$ cat src/rtl/hsv2rgb_pkg.sv
// ----------------------------------------------------------------------------
// hsv2rgb_pkg
// Shared types and constants for the hsv to rgb conversion pipeline.
// ----------------------------------------------------------------------------
package hsv2rgb_pkg;

  localparam int unsigned HUE_W  = 9;
  localparam int unsigned CH_W   = 8;
  localparam int unsigned REM_W  = 6;
  localparam int unsigned PN_W   = 16;
  localparam int unsigned SR_W   = 14;
  localparam int unsigned PROD_W = 22;
  localparam int unsigned RCP_W  = 23;
  localparam int unsigned RCP_SH = 36;
  localparam int unsigned QM_W   = PROD_W + RCP_W;

  localparam logic [CH_W-1:0]   FULL        = 8'd255;
  localparam logic [REM_W-1:0]  SECTOR_DEG  = 6'd60;
  localparam logic [SR_W-1:0]   FULL_SECTOR = 14'd15300;
  // ceil(2^36 / 15300), exact floor quotient for products up to 255 * 15300
  localparam logic [RCP_W-1:0]  SECTOR_RCP  = 23'd4491470;

  typedef enum logic [2:0] {
    SEC_RY,
    SEC_YG,
    SEC_GC,
    SEC_CB,
    SEC_BM,
    SEC_MR,
    SEC_BLACK
  } sector_t;

  typedef struct packed {
    sector_t          sector;
    logic [REM_W-1:0] rem;
    logic [CH_W-1:0]  sat;
    logic [CH_W-1:0]  val;
  } s1_t;

  typedef struct packed {
    sector_t         sector;
    logic [CH_W-1:0] val;
    logic [PN_W-1:0] pn;
    logic [SR_W-1:0] sr;
    logic [SR_W-1:0] st;
  } s2_t;

  typedef struct packed {
    sector_t           sector;
    logic [CH_W-1:0]   val;
    logic [CH_W-1:0]   p;
    logic [PROD_W-1:0] qx;
    logic [PROD_W-1:0] tx;
  } s3_t;

  typedef struct packed {
    sector_t         sector;
    logic [CH_W-1:0] val;
    logic [CH_W-1:0] p;
    logic [CH_W-1:0] q;
    logic [CH_W-1:0] t;
  } s4_t;

endpackage

$ cat src/rtl/hsv2rgb_sector.sv
// ----------------------------------------------------------------------------
// hsv2rgb_sector
// Stage 1: splits the hue into a sector and the remainder within it.
// ----------------------------------------------------------------------------
module hsv2rgb_sector import hsv2rgb_pkg::*; (
  input  logic             clk,
  input  logic             rst_n,
  input  logic             up_valid,
  output logic             up_ready,
  input  logic [HUE_W-1:0] hue,
  input  logic [CH_W-1:0]  sat,
  input  logic [CH_W-1:0]  val,
  input  logic             dn_ready,
  output logic             dn_valid,
  output s1_t              dn_data
);

  logic             valid_r;
  s1_t              data_r;
  s1_t              data_nxt;
  logic [HUE_W-1:0] base;

  assign up_ready = !valid_r || dn_ready;

  always_comb begin
    priority if (hue >= 9'd360) begin
      data_nxt.sector = SEC_BLACK;
      base            = 9'd0;
    end else if (hue >= 9'd300) begin
      data_nxt.sector = SEC_MR;
      base            = 9'd300;
    end else if (hue >= 9'd240) begin
      data_nxt.sector = SEC_BM;
      base            = 9'd240;
    end else if (hue >= 9'd180) begin
      data_nxt.sector = SEC_CB;
      base            = 9'd180;
    end else if (hue >= 9'd120) begin
      data_nxt.sector = SEC_GC;
      base            = 9'd120;
    end else if (hue >= 9'd60) begin
      data_nxt.sector = SEC_YG;
      base            = 9'd60;
    end else begin
      data_nxt.sector = SEC_RY;
      base            = 9'd0;
    end
    // black ignores the remainder, so its width overflow does not matter
    data_nxt.rem = REM_W'(hue - base);
    data_nxt.sat = sat;
    data_nxt.val = val;
  end

  always_ff @(posedge clk) begin
    if (!rst_n) begin
      valid_r <= 1'b0;
    end else if (up_ready) begin
      valid_r <= up_valid;
    end
  end

  always_ff @(posedge clk) begin
    if (up_ready && up_valid) begin
      data_r <= data_nxt;
    end
  end

  assign dn_valid = valid_r;
  assign dn_data  = data_r;

endmodule

$ cat src/rtl/hsv2rgb_mult.sv
// ----------------------------------------------------------------------------
// hsv2rgb_mult
// Stages 2 and 3: the saturation products, then the brightness products
// and the p helper.
// ----------------------------------------------------------------------------
module hsv2rgb_mult import hsv2rgb_pkg::*; (
  input  logic clk,
  input  logic rst_n,
  input  logic up_valid,
  output logic up_ready,
  input  s1_t  up_data,
  input  logic dn_ready,
  output logic dn_valid,
  output s3_t  dn_data,
  output logic mid_valid
);

  logic            s2_valid_r;
  s2_t             s2_r;
  s2_t             s2_nxt;
  logic            s2_ready;
  logic            s3_valid_r;
  s3_t             s3_r;
  s3_t             s3_nxt;
  logic            s3_ready;
  logic [CH_W-1:0] p_est;
  logic [PN_W:0]   p_rem;

  assign s3_ready = !s3_valid_r || dn_ready;
  assign s2_ready = !s2_valid_r || s3_ready;
  assign up_ready = s2_ready;

  always_comb begin
    s2_nxt.sector = up_data.sector;
    s2_nxt.val    = up_data.val;
    s2_nxt.pn     = PN_W'(up_data.val) * PN_W'(FULL - up_data.sat);
    s2_nxt.sr     = SR_W'(up_data.sat) * SR_W'(up_data.rem);
    s2_nxt.st     = SR_W'(up_data.sat) * SR_W'(SECTOR_DEG - up_data.rem);
  end

  // x / 255: x >> 8 is low by at most one, fix it with the remainder
  always_comb begin
    p_est = s2_r.pn[PN_W-1:CH_W];
    p_rem = {1'b0, s2_r.pn} - {1'b0, p_est, {CH_W{1'b0}}} + (PN_W+1)'(p_est);
    s3_nxt.sector = s2_r.sector;
    s3_nxt.val    = s2_r.val;
    s3_nxt.p      = (p_rem >= (PN_W+1)'(FULL)) ? p_est + 1'b1 : p_est;
    s3_nxt.qx     = PROD_W'(s2_r.val) * PROD_W'(FULL_SECTOR - s2_r.sr);
    s3_nxt.tx     = PROD_W'(s2_r.val) * PROD_W'(FULL_SECTOR - s2_r.st);
  end

  always_ff @(posedge clk) begin
    if (!rst_n) begin
      s2_valid_r <= 1'b0;
      s3_valid_r <= 1'b0;
    end else begin
      if (s2_ready) begin
        s2_valid_r <= up_valid;
      end
      if (s3_ready) begin
        s3_valid_r <= s2_valid_r;
      end
    end
  end

  always_ff @(posedge clk) begin
    if (s2_ready && up_valid) begin
      s2_r <= s2_nxt;
    end
    if (s3_ready && s2_valid_r) begin
      s3_r <= s3_nxt;
    end
  end

  assign dn_valid  = s3_valid_r;
  assign dn_data   = s3_r;
  assign mid_valid = s2_valid_r;

endmodule

$ cat src/rtl/hsv2rgb_scale.sv
// ----------------------------------------------------------------------------
// hsv2rgb_scale
// Stage 4: divides the q and t products by 15300 through a reciprocal.
// ----------------------------------------------------------------------------
module hsv2rgb_scale import hsv2rgb_pkg::*; (
  input  logic clk,
  input  logic rst_n,
  input  logic up_valid,
  output logic up_ready,
  input  s3_t  up_data,
  input  logic dn_ready,
  output logic dn_valid,
  output s4_t  dn_data
);

  logic            valid_r;
  s4_t             data_r;
  s4_t             data_nxt;
  logic [QM_W-1:0] q_mul;
  logic [QM_W-1:0] t_mul;

  assign up_ready = !valid_r || dn_ready;

  always_comb begin
    q_mul = QM_W'(up_data.qx) * QM_W'(SECTOR_RCP);
    t_mul = QM_W'(up_data.tx) * QM_W'(SECTOR_RCP);
    data_nxt.sector = up_data.sector;
    data_nxt.val    = up_data.val;
    data_nxt.p      = up_data.p;
    data_nxt.q      = q_mul[RCP_SH +: CH_W];
    data_nxt.t      = t_mul[RCP_SH +: CH_W];
  end

  always_ff @(posedge clk) begin
    if (!rst_n) begin
      valid_r <= 1'b0;
    end else if (up_ready) begin
      valid_r <= up_valid;
    end
  end

  always_ff @(posedge clk) begin
    if (up_ready && up_valid) begin
      data_r <= data_nxt;
    end
  end

  assign dn_valid = valid_r;
  assign dn_data  = data_r;

endmodule

$ cat src/rtl/hsv2rgb_mux.sv
// ----------------------------------------------------------------------------
// hsv2rgb_mux
// Stage 5: routes v, p, q and t to red, green and blue by sector.
// ----------------------------------------------------------------------------
module hsv2rgb_mux import hsv2rgb_pkg::*; (
  input  logic            clk,
  input  logic            rst_n,
  input  logic            up_valid,
  output logic            up_ready,
  input  s4_t             up_data,
  input  logic            dn_ready,
  output logic            dn_valid,
  output logic [CH_W-1:0] red,
  output logic [CH_W-1:0] green,
  output logic [CH_W-1:0] blue
);

  logic            valid_r;
  logic [CH_W-1:0] red_r;
  logic [CH_W-1:0] green_r;
  logic [CH_W-1:0] blue_r;
  logic [CH_W-1:0] red_nxt;
  logic [CH_W-1:0] green_nxt;
  logic [CH_W-1:0] blue_nxt;

  assign up_ready = !valid_r || dn_ready;

  always_comb begin
    unique case (up_data.sector)
      SEC_RY: begin
        red_nxt = up_data.val; green_nxt = up_data.t;   blue_nxt = up_data.p;
      end
      SEC_YG: begin
        red_nxt = up_data.q;   green_nxt = up_data.val; blue_nxt = up_data.p;
      end
      SEC_GC: begin
        red_nxt = up_data.p;   green_nxt = up_data.val; blue_nxt = up_data.t;
      end
      SEC_CB: begin
        red_nxt = up_data.p;   green_nxt = up_data.q;   blue_nxt = up_data.val;
      end
      SEC_BM: begin
        red_nxt = up_data.t;   green_nxt = up_data.p;   blue_nxt = up_data.val;
      end
      SEC_MR: begin
        red_nxt = up_data.val; green_nxt = up_data.p;   blue_nxt = up_data.q;
      end
      default: begin
        red_nxt = '0;          green_nxt = '0;          blue_nxt = '0;
      end
    endcase
  end

  always_ff @(posedge clk) begin
    if (!rst_n) begin
      valid_r <= 1'b0;
    end else if (up_ready) begin
      valid_r <= up_valid;
    end
  end

  always_ff @(posedge clk) begin
    if (up_ready && up_valid) begin
      red_r   <= red_nxt;
      green_r <= green_nxt;
      blue_r  <= blue_nxt;
    end
  end

  assign dn_valid = valid_r;
  assign red      = red_r;
  assign green    = green_r;
  assign blue     = blue_r;

endmodule

$ cat src/rtl/hsv_to_rgb_converter.sv
// ----------------------------------------------------------------------------
// hsv_to_rgb_converter
// Six-sector hsv to 8-bit rgb conversion, five register stages.
//
//   channel   direction  handshake            word
//   in_       input      in_valid / in_stall   hue, saturation, brightness
//   out_      output     out_valid / out_stall red, green, blue
//
// one word accepted per cycle while in_stall is low; the stages, in order,
// are sector split, saturation products, brightness products, reciprocal
// scale and channel select
// each stage holds its word while the next one is full, so a stall fills
// the pipeline before in_stall rises
// synchronous active-low reset clears the stage valid bits only
// ----------------------------------------------------------------------------
module hsv_to_rgb_converter import hsv2rgb_pkg::*; (
  input  logic             clk,
  input  logic             rst_n,
  input  logic             in_valid,
  output logic             in_stall,
  input  logic [HUE_W-1:0] in_hue,
  input  logic [CH_W-1:0]  in_saturation,
  input  logic [CH_W-1:0]  in_brightness,
  output logic             out_valid,
  input  logic             out_stall,
  output logic [CH_W-1:0]  out_red,
  output logic [CH_W-1:0]  out_green,
  output logic [CH_W-1:0]  out_blue
);

  logic s1_ready;
  logic s1_valid;
  s1_t  s1_data;
  logic s2_valid;
  logic s23_ready;
  logic s3_valid;
  s3_t  s3_data;
  logic s4_ready;
  logic s4_valid;
  s4_t  s4_data;
  logic s5_ready;

  assign in_stall = !s1_ready;

  hsv2rgb_sector u_sector (
    .clk      (clk),
    .rst_n    (rst_n),
    .up_valid (in_valid),
    .up_ready (s1_ready),
    .hue      (in_hue),
    .sat      (in_saturation),
    .val      (in_brightness),
    .dn_ready (s23_ready),
    .dn_valid (s1_valid),
    .dn_data  (s1_data)
  );

  hsv2rgb_mult u_mult (
    .clk       (clk),
    .rst_n     (rst_n),
    .up_valid  (s1_valid),
    .up_ready  (s23_ready),
    .up_data   (s1_data),
    .dn_ready  (s4_ready),
    .dn_valid  (s3_valid),
    .dn_data   (s3_data),
    .mid_valid (s2_valid)
  );

  hsv2rgb_scale u_scale (
    .clk      (clk),
    .rst_n    (rst_n),
    .up_valid (s3_valid),
    .up_ready (s4_ready),
    .up_data  (s3_data),
    .dn_ready (s5_ready),
    .dn_valid (s4_valid),
    .dn_data  (s4_data)
  );

  hsv2rgb_mux u_mux (
    .clk      (clk),
    .rst_n    (rst_n),
    .up_valid (s4_valid),
    .up_ready (s5_ready),
    .up_data  (s4_data),
    .dn_ready (!out_stall),
    .dn_valid (out_valid),
    .red      (out_red),
    .green    (out_green),
    .blue     (out_blue)
  );

`ifndef NO_ASSERTIONS
  // an accepted word always lands in the first stage
  a_enter: assert property (@(posedge clk) disable iff (!rst_n)
    (in_valid && !in_stall) |=> s1_valid)
    else $error("accepted word did not enter stage 1");

  // backpressure only comes from the output side
  a_stall_src: assert property (@(posedge clk) disable iff (!rst_n)
    in_stall |-> out_stall)
    else $error("input stalled while output is free");

  // the input only stalls with every stage occupied
  a_full: assert property (@(posedge clk) disable iff (!rst_n)
    in_stall |-> (s1_valid && s2_valid && s3_valid && s4_valid && out_valid))
    else $error("input stalled with a bubble in the pipeline");

  a_reset: assert property (@(posedge clk)
    !$past(rst_n) |-> !out_valid)
    else $error("output valid right after reset");
`endif

endmodule

$ cat config.mk
export PLATFORM = sky130hd
export DESIGN_NAME = hsv_to_rgb_converter
export DESIGN_NICKNAME = d
export VERILOG_FILES = /design/src/rtl/hsv2rgb_pkg.sv /design/src/rtl/hsv2rgb_sector.sv /design/src/rtl/hsv2rgb_mult.sv /design/src/rtl/hsv2rgb_scale.sv /design/src/rtl/hsv2rgb_mux.sv /design/src/rtl/hsv_to_rgb_converter.sv
export SDC_FILE = /design/constraint.sdc
export NUM_CORES = 2
export LEC_CHECK = 0
export BUFFER_PORTS_ARGS = -buffer_cell sky130_fd_sc_hd__buf_2
export CAP_MARGIN = 20
export CORE_MARGIN = 5
export CORE_UTILIZATION = 35
export CTS_CLUSTER_DIAMETER = 80
export DETAILED_ROUTE_END_ITERATION = 8
export GPL_ROUTABILITY_DRIVEN = 0
export HOLD_SLACK_MARGIN = 0.08
export PLACE_DENSITY_LB_ADDON = 0.08
export SETUP_SLACK_MARGIN = 0.5
export SYNTH_ARGS = -nofsm -noshare
export SYNTH_HDL_FRONTEND = slang
export SYNTH_HIERARCHICAL = 1
export SYNTH_SLANG_ARGS = --single-unit
$ cat constraint.sdc
create_clock -name clk -period 17.5 [get_ports clk]
set_input_delay 1.75 -clock clk [delete_from_list [all_inputs] [get_ports clk]]
set_output_delay 1.75 -clock clk [all_outputs]
set_load 0.1 [all_outputs]
=== After elaboration in Yosys (flattened, before gate mapping) ===
Index checks and enable logic that the tools add are counted.

* Flip-flop bits (word level): 207
* Output and inout port bits: 26
* Word-level logic and storage cells: 95

* Add/sub/neg operators: 8
* $mul: 7
* Order comparisons: 7
* Equality and inequality tests: 5
* Muxes and demuxes: 15
* Reduce and logical (&&, ||, !) cells: 25

{| class="wikitable"
|+ Operator list
! kind !! number
|-
| 8-bit case mux with 4 select lines || 3
|-
| 22-bit by 22-bit multiplier with 43-bit output (second input constant) || 2
|-
| 8-bit by 22-bit multiplier with 22-bit output || 2
|-
| 6-bit 2-to-1 mux || 6
|-
| 14-bit by 14-bit subtractor with 15-bit output (first input constant) || 2
|-
| 9-bit by 8-bit greater-or-equal comparator with 1-bit output (second input constant) || 2
|-
| 9-bit greater-or-equal comparator (second input constant) || 2
|-
| 17-bit by 8-bit adder with 17-bit output || 1
|-
| 17-bit by 8-bit greater-or-equal comparator with 1-bit output (second input constant) || 1
|-
| 16-bit by 16-bit subtractor with 17-bit output || 1
|-
| 8-bit by 16-bit multiplier with 16-bit output || 1
|-
| 8-bit by 14-bit multiplier with 14-bit output || 1
|-
| 8-bit by 6-bit multiplier with 14-bit output || 1
|-
| 2-bit OR reduction || 6
|-
| 9-bit by 6-bit greater-or-equal comparator with 1-bit output (second input constant) || 1
|-
| 9-bit by 7-bit greater-or-equal comparator with 1-bit output (second input constant) || 1
|-
| 8-bit by 8-bit subtractor with 9-bit output (first input constant) || 1
|-
| 8-bit by 1-bit adder with 8-bit output (second input constant) || 1
|-
| 8-bit 2-to-1 mux || 1
|-
| 1-bit logical NOT || 7
|-
| 6-bit by 6-bit subtractor with 7-bit output (first input constant) || 1
|-
| 3-bit by 2-bit == test with 1-bit output (second input constant) || 2
|-
| 3-bit == test (second input constant) || 2
|-
| 3-bit 2-to-1 mux || 2
|-
| 8 further kinds || 17
|}

=== Logic depth before layout (Yosys ltp) ===
* Word-level depth: 8
* Depth in mapped cells: 25
* Gate-level depth less buffers: 23

=== Hierarchy ===
The synthesis kept the hierarchy.

{| class="wikitable"
|+ By module, submodules not included
! module !! times used !! cells each !! area an instance (um^2) !! sequential area each (um^2)
|-
| hsv2rgb_mult || 1 || 1,898 || 18,217.5 || 3,523.4
|-
| hsv2rgb_scale || 1 || 1,287 || 13,837.0 || 1,071.0
|-
| hsv2rgb_mux || 1 || 153 || 1,614.0 || 740.7
|-
| hsv2rgb_sector || 1 || 77 || 1,151.1 || 770.7
|-
| hsv_to_rgb_converter || 1 || 2 || 7.5 || 0.0
|}

=== Least setup slack after synthesis ===
Ideal clock, no wire load.

* Kind: register -> register
* From: register u_mult.s3_r (netlist bit u_mult/dn_data[35])
* To: register u_scale.data_r (netlist bit u_scale/dn_data[14]), data pin
* Library setup time: 259 ps
* Arrival time: 5,372 ps
* Path slack: 11,869 ps
* Stages on the path, launching flop included: 20
* Buffers on the path: 0
* Period minus slack after synthesis: 5,631 ps
* Path through: edfxtp_1 -> ha_1 -> fa_1 -> inv_1 -> fa_1 -> inv_1 -> ha_1 -> inv_1 -> fa_1 -> inv_1 -> fa_1 -> fa_1 -> ha_1 -> a21o_1 -> a21o_1 -> a21o_1 -> o311ai_1 -> a21oi_1 -> or2_1 -> a211o_1

* Longest elaborated chain between the ends: 1

{| class="wikitable"
|+ Ends and longest elaborated chain
! element !! line !! text
|-
| start, declared || hsv2rgb_mult.sv:23 || <nowiki>s3_t s3_r;</nowiki>
|-
| start signal, assigned || hsv2rgb_mult.sv:71 || <nowiki>s3_r <= s3_nxt;</nowiki>
|-
| 22-bit by 22-bit multiplier with 43-bit output || hsv2rgb_scale.sv:25 || <nowiki>q_mul = QM_W'(up_data.qx) * QM_W'(SECTOR_RCP);</nowiki>
|-
| net u_scale.q_mul[42] || hsv2rgb_scale.sv:19 || <nowiki>logic [QM_W-1:0] q_mul;</nowiki>
|-
| end signal, assigned || hsv2rgb_scale.sv:44 || <nowiki>data_r <= data_nxt;</nowiki>
|-
| end, declared || hsv2rgb_scale.sv:17 || <nowiki>s4_t data_r;</nowiki>
|}

The timed path passes the listed nets, and every way through them passes these cells.
A chain may end at the register's enable or synchronous reset.

=== Final worst setup path ===
* From: register u_mult.s3_r (netlist bit u_mult/dn_data[40])
* To: register u_scale.data_r (netlist bit u_scale/dn_data[13]), data pin

Same word-level chain as after synthesis.

==> impl_metrics.csv <==
group,metric,value,unit
synth,synth_flop_cell,"edfxtp_1",
timing,slew_viol_final,0,
layout,final_nets,4583,
timing,worst_pin_slew,1021,ps
route,num_vias,22820,
clocking,cts_sinks,205,
route,drt_first_pass_iters,7,
synth,yosys.cell_types.count,95,
flow_run,maxCapViolations,0,
synth,synth_area,34830,sq um
route,viasPerCell,4.802,
layout,drive_above_1_share,0.04329,
worst_setup_path,endpoint,"u_scale/dn_data[13]$_DFFE_PP_",
grt,grtUsageTotal,0.1548,
grt,grt_pass1_wl,134.3,mm
grt,grt_overflow,0,
timing,slew_headroom,0.3190,
die,num_rows,115,
clocking,ctsResizeCount,0,
route,wl_per_cell,17.01,um
die,fp.dieW,325.4,um
timing,finClkSkew,42.34,ps
synth,avgSynthCellArea,10.19,sq um
synth,synth_edf_count,200,
grt,grt_pass1_vias,25100,
route,drtIter0Drc,987,
worst_setup_path,worstSetupStartpoint,"u_mult/dn_data[40]$_DFFE_PP_",
synth,ys_seq_elements,205,
worst_setup_path,end_kind,"register",
worst_setup_path,reg2reg_setup_slack,11300,ps
grt,grt_start_max_net_pins,63,
worst_setup_path,crit_required,17840,ps
timing,rsz0062_at_grt,"false",
route,wl,80.81,mm
clocking,htreeDepth,1,
synth,syn-num-nets,4558,
clocking,cts.clk_slew.worst_paths,60,ps
place,hpwl,68.07,mm
timing,max_clock_freq,0.1613,GHz
min_path,min_from,"u_mult/dn_data[62]$_DFFE_PP_",
clocking,tritoncts,"built",
clocking,cts_buffers,29,
layout,final_common_cell,"inv_1",
min_path,hold_path_class,"register to register",
die,die_h,325.4,um
layout,fillers,9699,
timing,setup_tns,0,ps
layout,area_delta_synth_final,7.480,%
layout,num_antenna_cells,0,
clocking,clk_latency,600,ps
synth,yosys_warnings,6,
die,dieArea,105900,sq um
clocking,ctsHoldBuffers,0,
timing,setup_viol,0,
synth,seq_area_frac_synth,0.1753,
die,fp.coreArea,98560,sq um
place,numPortBuffers,54,
route,drc,0,
clocking,cts_buffer_depth,3,
clocking,post_cts_buffers,0,
synth,async_flop_share,0,
layout,final_cell_mix,"759 x inv_1, 611 x ha_1, 501 x fa_1, 221 x nand2_1, 200 x edfxtp_1",
synth,syn_inst,3417,
clocking,cts_root_buf,"clkbuf_16",
die,ios,55,
worst_setup_path,arrival,6540,ps
worst_setup_path,crit_fanout,7,
worst_setup_path,r2r_cells,19,
die,initial_core_util,0.3533,
run_status,status,"complete, no violations",
timing,fin_crit_sh,0.3543,
worst_setup_path,start_kind,"register",
worst_setup_path,reg2reg_from,"u_mult/dn_data[40]$_DFFE_PP_",
route,ant_nets,0,
grt,antenna_found_initial,3,
worst_setup_path,rr_endpoint,"u_scale/dn_data[13]$_DFFE_PP_",
timing,finalHoldViolCount,0,
worst_setup_path,critPathKind,"register to register",
timing,fin_crit,6199,ps
## synth_stat cells, types with 10 or more instances
cell | number | area (sq um)
nand2b_1 | 43 | 269.0
o21bai_1 | 11 | 82.58
nor3_1 | 21 | 105.1
ha_1 | 611 | 7645
xnor2_1 | 80 | 700.7
o211ai_1 | 10 | 75.07
edfxtp_1 | 200 | 6006
nand4_1 | 16 | 100.1
xor2_1 | 47 | 411.6
nor2_1 | 100 | 375.4
a21oi_1 | 87 | 435.4
nand2_1 | 221 | 829.6
a21o_1 | 61 | 457.9
clkbuf_1 | 55 | 206.5
o21ai_0 | 40 | 200.2
fa_1 | 501 | 10030
mux2i_1 | 22 | 220.2
o21ai_1 | 21 | 105.1
a211oi_1 | 19 | 142.6
o21a_1 | 23 | 172.7
and2_1 | 180 | 1126
and3_1 | 20 | 125.1
nor2b_1 | 57 | 356.6
a31oi_1 | 11 | 68.82
nand3_1 | 26 | 130.1
inv_1 | 759 | 2849
buf_2 | 10 | 50.05
## critical path: stages (launching register included)
cell and delay, ps:
edfxtp_1 630, ha_1 430, inv_1 70, fa_1 510
inv_1 70, fa_1 480, ha_1 310, fa_1 450
fa_1 510, inv_1 50, fa_1 480, inv_1 50
ha_1 310, a21o_1 170, a21o_1 170, a2111oi_0 380
o31ai_1 180, a21oi_2 220, nand2_1 110, a311oi_1 390
## registers in the layout, summed over array words and instances (netlist names)
register	flops
u_mux/dn_valid	1
u_mux/green	8
u_mux/red	8
u_mult/mid_valid	1
u_mult/p_est	8
u_sector/dn_data	25
u_mult/dn_valid	1
u_mult/dn_data	62
u_sector/dn_valid	1
u_mult/s2_r	46
u_scale/dn_data	35
u_scale/dn_valid	1
u_mux/blue	8
## layout make-up
class                   count  area (sq um)  share of cell area
clock buffers              32         737.0             0.01969
clock inverters            22         231.5            0.006184
inverters                 759          2849             0.07611
multi-input cells        2378         25520              0.6817
flip-flops and latches    205          6106              0.1631
well taps                1287          1610             0.04302
repair buffers             69         382.9             0.01023
## through the flow
| stage | util | hold slack [ps] | area, sq um | cells | setup WS [ps] |
|---|---|---|---|---|---|
| 6_report | 0.3798 | 429.5 | 37430 | 4752 | 11300 |
| 5_1_grt | 0.3798 | 433.8 | 37430 | 4752 | 10750 |
| 4_1_cts | 0.3798 | 430.6 | 37430 | 4752 | 11200 |
| 3_5_place_dp | 0.3700 | 416.0 | 36460 | 4698 | 11220 |
| 3_3_place_gp | 0.3700 | 407.3 | 36460 | 4698 | 11310 |
| 2_1_floorplan | - | 400.3 | 34830 | 3417 | 11870 |
## worst min-delay path by stage
stage	to	slack, ps	cells after the start
floorplan	u_mult/dn_data[60]$_DFFE_PP_	400	0
global placement	u_mult/s2_r[53]$_DFFE_PP_	410	0
detailed placement	u_scale/dn_data[34]$_DFFE_PP_	420	0
CTS	u_scale/dn_data[34]$_DFFE_PP_	430	0
global route	u_scale/dn_data[34]$_DFFE_PP_	430	0
finish	u_scale/dn_data[34]$_DFFE_PP_	430	0
## cell families after synthesis
| family | after synthesis | share of synthesized area |
|---|---|---|
| compound gates | 383 | 0.07624 |
| simple gates | 730 | 0.1091 |
| fa+ha+maj | 1113 | 0.5078 |
| flops | 205 | 0.1753 |
| mux | 25 | 0.007293 |
| xor+xnor | 127 | 0.03194 |
| buf+inv | 834 | 0.09233 |
## layer usage
layer | wire length [um] | track usage | vias to the layer above | share of wire
met1 | 38520 | 0.2149 | 11340 | 0.48
met2 | 37990 | 0.2610 | 297 | 0.47
met4 | 1537 | 0.02942 | 2 | 0.019
met3 | 2751 | 0.02163 | 83 | 0.034
li1 | - | - | 11100 | -
met5 | 12 | 0 | - | 0.00015
Power is not shown: default switching activity piles up to over one toggle a cycle in this logic, so the estimate is an artifact.
